`src/tmf_pkg.sv`:
```
`default_nettype none

package tmf_pkg;

    localparam int SAMPLE_BITS  = 8;
    localparam int WINDOW       = 30;
    localparam int TRIM         = 3;
    localparam int KEEP         = WINDOW - 2 * TRIM;
    localparam int SAMPLE_MAX   = (1 << SAMPLE_BITS) - 1;
    localparam int SUM_BOUND    = KEEP * SAMPLE_MAX;
    localparam int SUM_BITS     = $clog2(SUM_BOUND + 1);
    localparam int CNT_BITS     = $clog2(WINDOW);

    localparam int GAIN_BITS    = 24;
    localparam int FRAC_BITS    = 16;
    localparam int PROD_BITS    = SUM_BITS + GAIN_BITS;
    localparam int SHIFT_BITS   = PROD_BITS - FRAC_BITS;
    localparam logic [GAIN_BITS-1:0] GAIN_RESET = 24'd742092;

    localparam int TRIMMED_BITS = 13;
    localparam int SCALED_BITS  = 21;
    localparam int TRIMMED_MAX  = 8191;
    localparam int SCALED_MAX   = 2097151;

    // APB map: one 32-bit register per word
    localparam int DATA_BITS    = 32;
    localparam int ADDR_BITS    = 3;
    localparam logic [ADDR_BITS-3:0] REG_GAIN = 1'b0;

    typedef struct packed {
        logic insert;    // sample word accepted
        logic complete;  // this word closes the window
        logic shift;     // snapshot row moves one cell on
    } tmf_ctl_t;

    function automatic logic [TRIMMED_BITS-1:0] sat_sum(input logic [SUM_BITS-1:0] s);
        logic [31:0] wide;
        wide = 32'(s);
        if (wide > 32'(TRIMMED_MAX))
            return TRIMMED_BITS'(TRIMMED_MAX);
        return wide[TRIMMED_BITS-1:0];
    endfunction

    function automatic logic [SCALED_BITS-1:0] sat_scaled(input logic [SHIFT_BITS-1:0] v);
        logic [31:0] wide;
        wide = 32'(v);
        if (wide > 32'(SCALED_MAX))
            return SCALED_BITS'(SCALED_MAX);
        return wide[SCALED_BITS-1:0];
    endfunction

endpackage

`default_nettype wire

```
`src/tmf_cell.sv`:
```
`default_nettype none

// One slot of the sorted row plus one slot of the drain snapshot.
module tmf_cell (
    input  wire logic                            clk,
    input  wire logic                            rst_n,
    input  wire tmf_pkg::tmf_ctl_t               ctl,
    input  wire logic [tmf_pkg::SAMPLE_BITS-1:0] sample,
    input  wire logic                            prev_gt,
    input  wire logic                            prev_valid,
    input  wire logic [tmf_pkg::SAMPLE_BITS-1:0] prev_val,
    input  wire logic [tmf_pkg::SAMPLE_BITS-1:0] prev_snap,
    output logic                                 gt,
    output logic                                 valid,
    output logic [tmf_pkg::SAMPLE_BITS-1:0]      val,
    output logic [tmf_pkg::SAMPLE_BITS-1:0]      snap
);

    logic                            valid_reg;
    logic                            valid_next;
    logic [tmf_pkg::SAMPLE_BITS-1:0] val_reg;
    logic [tmf_pkg::SAMPLE_BITS-1:0] val_next;
    logic [tmf_pkg::SAMPLE_BITS-1:0] snap_reg;
    logic [tmf_pkg::SAMPLE_BITS-1:0] snap_next;
    logic [tmf_pkg::SAMPLE_BITS-1:0] ins_val;

    // empty slot behaves as +inf; equal keeps arrival order
    assign gt      = !valid_reg || (val_reg > sample);
    assign ins_val = prev_gt ? prev_val : (gt ? sample : val_reg);

    always_comb
    begin
        valid_next = valid_reg;
        val_next   = val_reg;
        snap_next  = snap_reg;
        if (ctl.insert)
        begin
            if (ctl.complete)
            begin
                valid_next = 1'b0;
                snap_next  = ins_val;
            end
            else
            begin
                valid_next = valid_reg || prev_valid;
                val_next   = ins_val;
            end
        end
        if (ctl.shift)
            snap_next = prev_snap;
    end

    always_ff @(posedge clk or negedge rst_n)
    begin
        if (!rst_n)
            valid_reg <= 1'b0;
        else
            valid_reg <= valid_next;
    end

    always_ff @(posedge clk)
    begin
        val_reg  <= val_next;
        snap_reg <= snap_next;
    end

    assign valid = valid_reg;
    assign val   = val_reg;
    assign snap  = snap_reg;

endmodule

`default_nettype wire

```
`src/tmf_scaler.sv`:
```
`default_nettype none

// Sum hold, gain multiply, saturate, output word register.
module tmf_scaler (
    input  wire logic                             clk,
    input  wire logic                             rst_n,
    input  wire logic                             sum_valid,
    input  wire logic [tmf_pkg::SUM_BITS-1:0]     sum,
    input  wire logic [tmf_pkg::GAIN_BITS-1:0]    gain,
    input  wire logic                             result_stall,
    output logic                                  result_valid,
    output logic [tmf_pkg::TRIMMED_BITS-1:0]      trimmed_sum,
    output logic [tmf_pkg::SCALED_BITS-1:0]       scaled_value,
    output logic                                  busy
);

    logic                              p1_reg;
    logic                              p1_next;
    logic [tmf_pkg::SUM_BITS-1:0]      sum_reg;
    logic                              p2_reg;
    logic                              p2_next;
    logic [tmf_pkg::SUM_BITS-1:0]      sum2_reg;
    logic [tmf_pkg::PROD_BITS-1:0]     prod_reg;
    logic                              out_valid_reg;
    logic                              out_valid_next;
    logic [tmf_pkg::TRIMMED_BITS-1:0]  trimmed_reg;
    logic [tmf_pkg::SCALED_BITS-1:0]   scaled_reg;
    logic                              move_out;
    logic                              move_p2;

    assign move_out = p2_reg && (!out_valid_reg || !result_stall);
    assign move_p2  = p1_reg && (!p2_reg || move_out);

    always_comb
    begin
        p1_next        = (p1_reg && !move_p2) || sum_valid;
        p2_next        = (p2_reg && !move_out) || move_p2;
        out_valid_next = move_out || (out_valid_reg && result_stall);
    end

    always_ff @(posedge clk or negedge rst_n)
    begin
        if (!rst_n)
        begin
            p1_reg        <= 1'b0;
            p2_reg        <= 1'b0;
            out_valid_reg <= 1'b0;
        end
        else
        begin
            p1_reg        <= p1_next;
            p2_reg        <= p2_next;
            out_valid_reg <= out_valid_next;
        end
    end

    always_ff @(posedge clk)
    begin
        if (sum_valid)
            sum_reg <= sum;
        if (move_p2)
        begin
            sum2_reg <= sum_reg;
            prod_reg <= tmf_pkg::PROD_BITS'(sum_reg) * tmf_pkg::PROD_BITS'(gain);
        end
        if (move_out)
        begin
            trimmed_reg <= tmf_pkg::sat_sum(sum2_reg);
            scaled_reg  <= tmf_pkg::sat_scaled(prod_reg[tmf_pkg::PROD_BITS-1:tmf_pkg::FRAC_BITS]);
        end
    end

    assign busy         = p1_reg || p2_reg || out_valid_reg;
    assign result_valid = out_valid_reg;
    assign trimmed_sum  = trimmed_reg;
    assign scaled_value = scaled_reg;

endmodule

`default_nettype wire

```
`src/trimmed_mean_adc_filter.sv`:
```
`default_nettype none

// Trimmed-mean filter for a converter sample stream.
// Input channel: sample with sample_valid / sample_stall; one word per clock unless stalled.
// Each word is dropped into a row of WINDOW (30) cells kept in ascending order.
// The word that fills the window copies the row into a snapshot and empties the
// row, so the next window starts filling on the following clock.
// The snapshot shifts out one cell per clock into an accumulator that keeps the
// middle 24 values (3 dropped at either end).
// Output channel: trimmed_sum and scaled_value with result_valid / result_stall;
// scaled_value = (trimmed_sum * gain) >> 16, saturated.
// Once the drain ends, the sum goes through the multiply and the output register.
// Throughput: one word per clock within a window; the closing word waits for the
// drain and the result handoff, so one window is through before the next closes.
// A stalled result holds; sample_stall is raised only on the closing word while
// the previous window is still draining or its result is still undelivered.
// Reset empties the row, clears all flags and loads gain with 742092.
// APB: gain at byte address 0 (24 bits), pready tied high.
module trimmed_mean_adc_filter (
    input  wire logic                                 clk,
    input  wire logic                                 rst_n,
    // sample channel
    input  wire logic                                 sample_valid,
    output logic                                      sample_stall,
    input  wire logic [7:0]                           sample,
    // result channel
    output logic                                      result_valid,
    input  wire logic                                 result_stall,
    output logic [tmf_pkg::TRIMMED_BITS-1:0]          trimmed_sum,
    output logic [tmf_pkg::SCALED_BITS-1:0]           scaled_value,
    // APB
    input  wire logic                                 psel,
    input  wire logic                                 penable,
    input  wire logic                                 pwrite,
    input  wire logic [tmf_pkg::ADDR_BITS-1:0]        paddr,
    input  wire logic [tmf_pkg::DATA_BITS-1:0]        pwdata,
    output logic [tmf_pkg::DATA_BITS-1:0]             prdata,
    output logic                                      pready
);

    localparam int SB = tmf_pkg::SAMPLE_BITS;
    localparam int W  = tmf_pkg::WINDOW;

    // config
    logic [tmf_pkg::GAIN_BITS-1:0] gain_reg;
    logic [tmf_pkg::GAIN_BITS-1:0] gain_next;
    logic                          cfg_write;
    logic                          gain_hit;

    assign pready    = 1'b1;
    assign gain_hit  = (paddr[tmf_pkg::ADDR_BITS-1:2] == tmf_pkg::REG_GAIN);
    assign cfg_write = psel && penable && pwrite && pready;

    always_comb
    begin
        gain_next = gain_reg;
        if (cfg_write && gain_hit)
            gain_next = pwdata[tmf_pkg::GAIN_BITS-1:0];
    end

    always_ff @(posedge clk or negedge rst_n)
    begin
        if (!rst_n)
            gain_reg <= tmf_pkg::GAIN_RESET;
        else
            gain_reg <= gain_next;
    end

    assign prdata = gain_hit ? tmf_pkg::DATA_BITS'(gain_reg) : '0;

    // fill count and handshake
    logic [tmf_pkg::CNT_BITS-1:0] fill_reg;
    logic [tmf_pkg::CNT_BITS-1:0] fill_next;
    logic                         last_word;
    logic                         accept;
    logic                         scaler_busy;
    logic                         busy_reg;
    logic                         busy_next;
    tmf_pkg::tmf_ctl_t            ctl;

    assign last_word    = (fill_reg == tmf_pkg::CNT_BITS'(W - 1));
    // closing word waits until the drain path is free
    assign sample_stall = last_word && (busy_reg || scaler_busy);
    assign accept       = sample_valid && !sample_stall;

    assign ctl.insert   = accept;
    assign ctl.complete = last_word;
    assign ctl.shift    = busy_reg;

    always_comb
    begin
        fill_next = fill_reg;
        if (accept)
            fill_next = last_word ? '0 : fill_reg + 1'b1;
    end

    // sorted row
    logic          gt_w    [W+1];
    logic          valid_w [W+1];
    logic [SB-1:0] val_w   [W+1];
    logic [SB-1:0] snap_w  [W+1];

    // left boundary: never greater, always occupied
    assign gt_w[0]    = 1'b0;
    assign valid_w[0] = 1'b1;
    assign val_w[0]   = '0;
    assign snap_w[0]  = '0;

    for (genvar i = 0; i < W; i++)
    begin : g_cell
        tmf_cell u_cell (
            .clk        (clk),
            .rst_n      (rst_n),
            .ctl        (ctl),
            .sample     (sample[SB-1:0]),
            .prev_gt    (gt_w[i]),
            .prev_valid (valid_w[i]),
            .prev_val   (val_w[i]),
            .prev_snap  (snap_w[i]),
            .gt         (gt_w[i+1]),
            .valid      (valid_w[i+1]),
            .val        (val_w[i+1]),
            .snap       (snap_w[i+1])
        );
    end

    // drain: cell W-1 leaves first, so count k sees sorted index W-1-k
    logic [tmf_pkg::CNT_BITS-1:0] cnt_reg;
    logic [tmf_pkg::CNT_BITS-1:0] cnt_next;
    logic [tmf_pkg::SUM_BITS-1:0] acc_reg;
    logic [tmf_pkg::SUM_BITS-1:0] acc_next;
    logic [tmf_pkg::SUM_BITS-1:0] term;
    logic                         keep;
    logic                         drain_done;

    assign keep = (cnt_reg >= tmf_pkg::CNT_BITS'(tmf_pkg::TRIM))
               && (cnt_reg <= tmf_pkg::CNT_BITS'(W - 1 - tmf_pkg::TRIM));
    assign term       = keep ? tmf_pkg::SUM_BITS'(snap_w[W]) : '0;
    assign drain_done = busy_reg && (cnt_reg == tmf_pkg::CNT_BITS'(W - 1));

    always_comb
    begin
        busy_next = busy_reg;
        cnt_next  = cnt_reg;
        acc_next  = acc_reg;
        if (accept && last_word)
        begin
            busy_next = 1'b1;
            cnt_next  = '0;
            acc_next  = '0;
        end
        else if (busy_reg)
        begin
            acc_next = acc_reg + term;
            cnt_next = cnt_reg + 1'b1;
            if (drain_done)
                busy_next = 1'b0;
        end
    end

    always_ff @(posedge clk or negedge rst_n)
    begin
        if (!rst_n)
        begin
            fill_reg <= '0;
            busy_reg <= 1'b0;
            cnt_reg  <= '0;
        end
        else
        begin
            fill_reg <= fill_next;
            busy_reg <= busy_next;
            cnt_reg  <= cnt_next;
        end
    end

    always_ff @(posedge clk)
    begin
        acc_reg <= acc_next;
    end

    tmf_scaler u_scaler (
        .clk          (clk),
        .rst_n        (rst_n),
        .sum_valid    (drain_done),
        .sum          (acc_next),
        .gain         (gain_reg),
        .result_stall (result_stall),
        .result_valid (result_valid),
        .trimmed_sum  (trimmed_sum),
        .scaled_value (scaled_value),
        .busy         (scaler_busy)
    );

endmodule

`default_nettype wire

```
`config.mk`:
```
export PLATFORM = sky130hd
export DESIGN_NAME = trimmed_mean_adc_filter
export DESIGN_NICKNAME = d
export VERILOG_FILES = /design/src/tmf_pkg.sv /design/src/tmf_cell.sv /design/src/tmf_scaler.sv /design/src/trimmed_mean_adc_filter.sv
export SDC_FILE = /design/constraint.sdc
export NUM_CORES = 2
export LEC_CHECK = 0
export BUFFER_PORTS_ARGS = -buffer_cell sky130_fd_sc_hd__buf_2
export CAP_MARGIN = 10
export CORE_ASPECT_RATIO = 0.5
export CORE_MARGIN = 8
export CORE_UTILIZATION = 55
export CTS_CLUSTER_DIAMETER = 60
export DETAILED_ROUTE_END_ITERATION = 10
export GPL_TIMING_DRIVEN = 0
export PLACE_DENSITY = 0.79
export SLEW_MARGIN = 20
export SYNTH_ARGS = -nofsm -noshare
export SYNTH_HDL_FRONTEND = slang
export SYNTH_SLANG_ARGS = --single-unit
export TNS_END_PERCENT = 50
```
`constraint.sdc`:
```
create_clock -name clk -period 21 [get_ports clk]
set_input_delay 3.15 -clock clk [delete_from_list [all_inputs] [get_ports clk]]
set_output_delay 3.15 -clock clk [all_outputs]
set_load 0.02 [all_outputs]
```
==> summary.txt <==
Setup path
  – Setup crit end kind: primary output
  – CP cell instances: buf_2 -> clkbuf_1 -> nor2b_1 -> buf_2
  – Critical path class: in2out
  – Crit path max-delay cell type: clkbuf_1
  – CP startpoint kind: input port
  – Buf/Inv on CP: 3
  – Path depth of the worst reg2reg path: 19
  – Req. time, crit path: 17850 ps
  – CP peak stage delay: 350 ps
  – CP Max Fanout: 10
  – CP Depth: 4
  – CP delay by family, top: buffers and inverters
  – Crit path DAT: between 4000 and 5000 ps
  – CP most frequent cell: buf_2

Route
  – Vias/cell: between 6 and 7
  – Iter 0 DRT Violations: 4288
  – Routed length per placed instance: ~24 um
  – DRC viols: 0
  – Drt pass-1 iters: 8
  – Vias: 36000
  – Antenna-violating nets left: 0
  – DRT Wirelength: 136000 um

CTS
  – CTS tree: built
  – Bufs on Longest Clock Path: 3
  – Root Driver: clkbuf_16
  – Num Clock Sinks: between 600 and 700
  – Clk pin slew, worst setup/hold paths: 60 ps
  – Post_cts resized: 0
  – Hold_buf cts: 0
  – Post CTS Setup Buffer Count: 0
  – Worst-Skew Late Latency: slightly below 700 ps
  – H-tree levels: 2
  – Num CTS Buffers: 60

Final layout
  – Area grow syn2layout: 9.84%
  – Final #Nets: 5179
  – Fillcell total: 6475
  – Multi-input gate area: between 20000 and 25000 um2
  – Reg area: 18700 um2
  – Ratio of cells with drive above 1 in the final layout: under 10%

GRT
  – Largest net degree at the start of global routing: between 50 and 60
  – First-pass GRT wire length: approximately 210000 um
  – Remaining Overflow, GRT: 0
  – Total track usage: approximately 29%
  – Initial antenna violation count: 4
  – Number of global-route vias before repair: 36000

STA
  – Worst relative slew slack: between 10% and 20%
  – Max Clock Freq: roughly 140 MHz
  – Slew Limit Fails: 0
  – Slew @ Worst Pin: about 1300 ps
  – Period minus WS final: a little over 7000 ps
  – Worst Skew: ~40 ps
  – Final setup vio count: 0
  – Hold Vio Cnt, Final: 0
  – Fin Setup TNS: 0 ps
  – Tcrit/Tclk final: approximately 34%
  – Unrepaired setup endpoints after global routing: false

Yosys
  – Post-synthesis register bit count: 642
  – Register area share after synthesis: 41.3%
  – Ys Warns: 0
  – Post-synthesis cell count: around 4400
  – Async SR Flop Fraction: 10.6%
  – Yosys cell types: between 60 and 70
  – Synth Area per Inst: about 10 um2
  – Main flop type after synthesis: edfxtp_1
  – Post-synth EDFFs: 553
  – Synthesized cell area: 45400 um2

Floorplan
  – Starting Density: a little under three fifths
  – Die width: between 400 and 500 um
  – Die Area: 92500 um2
  – DIE HEIGHT: about 220 um
  – Ports: roughly 120
  – Placeable Area: roughly 82000 um2
  – Site Rows: 74

Place
  – DP HPWL: between 90000 and 100000 um
  – Gpl congestion: about 1
  – Input/output buffers: just under 100

Hold path
  – Hold Path Depth: 0
  – Worst Hold Class: reg2reg

Run status
  – Status: finished clean

Run
  – Max Cap Violations: 0
-- worst reg2reg max path: stages (launching register included) --
cell      delay (ps)
edfxtp_1         780
clkbuf_1         710
nand2_1          190
fa_1             560
inv_1             50
fa_1             580
fa_1             440
fa_1             480
inv_1             50
fa_1             540
inv_1             70
ha_1             270
buf_4            150
nand2_1           80
o31ai_1          300
a41oi_1          160
a31oi_1          330
a221oi_1         240
o41ai_1          540
xor2_1           130
-- kinds of logic (layout without fill, tap and decap cells) --
group	after synthesis	after routing	synth area share [%]
simple gates	1378	1378	14.7
buf+inv	614	847	5.27
flops	642	642	41.3
mux	285	285	6.40
xor+xnor	29	29	0.560
fa+ha+maj	573	573	19.8
compound gates	844	844	12.0
other cells	2	10	0.0166
-- stage by stage --
stage / util [%] / setup slack [ps] / cells / area, um2 / hold slack [ps]
floorplan: - / 10300 / 4374 / 45400 / 400
global placement: 57.9 / 6370 / 5575 / 47300 / 400
detailed placement: 58.5 / 13510 / 5595 / 47800 / 405
CTS: 61.0 / 13800 / 5708 / 49800 / 419
global route: 61.0 / 13710 / 5709 / 49800 / 424
finish: 61.0 / 13820 / 5710 / 49800 / 419
-- layout by cell type (no fill, tap or decap), types with 10 or more instances in the layout --
cell type | netlist | routed
nand3_1 | 148 | 148
a21o_1 | 55 | 55
clkbuf_16 | 0 | 64
nand2_1 | 613 | 613
buf_16 | 0 | 11
and2_1 | 174 | 173
nor2_1 | 134 | 133
clkbuf_8 | 0 | 11
or3b_2 | 21 | 21
clkbuf_1 | 216 | 225
nor3b_1 | 15 | 15
xor2_1 | 13 | 13
xnor2_1 | 16 | 16
buf_4 | 10 | 12
dfrtp_1 | 58 | 58
buf_2 | 35 | 132
buf_1 | 13 | 13
nand2b_1 | 52 | 51
o311ai_2 | 22 | 22
nor2b_1 | 82 | 82
nand3b_1 | 22 | 22
a31oi_1 | 26 | 26
edfxtp_1 | 553 | 553
o22ai_1 | 29 | 29
ha_1 | 331 | 331
clkinv_2 | 0 | 13
nand4_1 | 66 | 66
nor3_1 | 22 | 22
dfstp_2 | 10 | 10
dfxtp_1 | 21 | 21
o211ai_1 | 181 | 181
o21ai_0 | 281 | 281
a311o_1 | 12 | 12
a21oi_1 | 174 | 174
fa_1 | 242 | 242
inv_1 | 339 | 332
mux2_2 | 42 | 42
mux2i_1 | 243 | 243
-- synthesized netlist by cell type (10+ instances only) --
cell	count	area share, %
nand2_1	613	5.1
edfxtp_1	553	37
inv_1	339	2.8
ha_1	331	9.1
o21ai_0	281	3.1
mux2i_1	243	5.4
fa_1	242	11
clkbuf_1	216	1.8
o211ai_1	181	3.0
a21oi_1	174	1.9
and2_1	174	2.4
nand3_1	148	1.6
nor2_1	134	1.1
nor2b_1	82	1.1
nand4_1	66	0.91
dfrtp_1	58	3.2
a21o_1	55	0.91
nand2b_1	52	0.72
mux2_2	42	1.0
buf_2	35	0.39
o22ai_1	29	0.40
a31oi_1	26	0.36
nand3b_1	22	0.36
nor3_1	22	0.24
o311ai_2	22	0.79
dfxtp_1	21	0.93
or3b_2	21	0.41
xnor2_1	16	0.31
nor3b_1	15	0.25
buf_1	13	0.11
xor2_1	13	0.25
a311o_1	12	0.26
buf_4	10	0.17
dfstp_2	10	0.58
-- metal layers --
layer / part of all wire, % / routed length (um) / track usage (%) / vias up
li1: - / - / - / 15800
met1: 38 / 51400 / 36.4 / 17400
met2: 45 / 61300 / 46.5 / 2232
met3: 11 / 14600 / 6.11 / 532
met4: 6.5 / 8850 / 15.6 / 0
met5: 0 / 0 / 0.156 / -
-- cell type report --
type                    instances  share of cell area, %
clock buffers                  90                   3.63
clock inverters                23                  0.447
plain buffers                 275                   2.27
flip-flops and latches        642                   37.6
repair buffers                120                   2.00
inverters                     339                   2.55
diodes                          1                0.00502
multi-input cells            3118                   48.7
well taps                    1102                   2.77
-- worst paths after layout --
path	from	to	slack (ps)
max	paddr[2]	prdata[22]	13820
max in group asynchronous	rst_n	gain_reg[2]	17850
min	u_scaler.sum2_reg[11]	u_scaler.trimmed_sum[11]	420
min reg2reg	u_scaler.sum2_reg[11]	u_scaler.trimmed_sum[11]	420
min in group asynchronous	rst_n	g_cell[27].u_cell.valid	2450
max reg2reg	u_scaler.sum_reg[7]	u_scaler.prod_reg[34]	14080
Power is not shown: default switching activity piles up to over one toggle a cycle in this logic, so the estimate is an artifact.
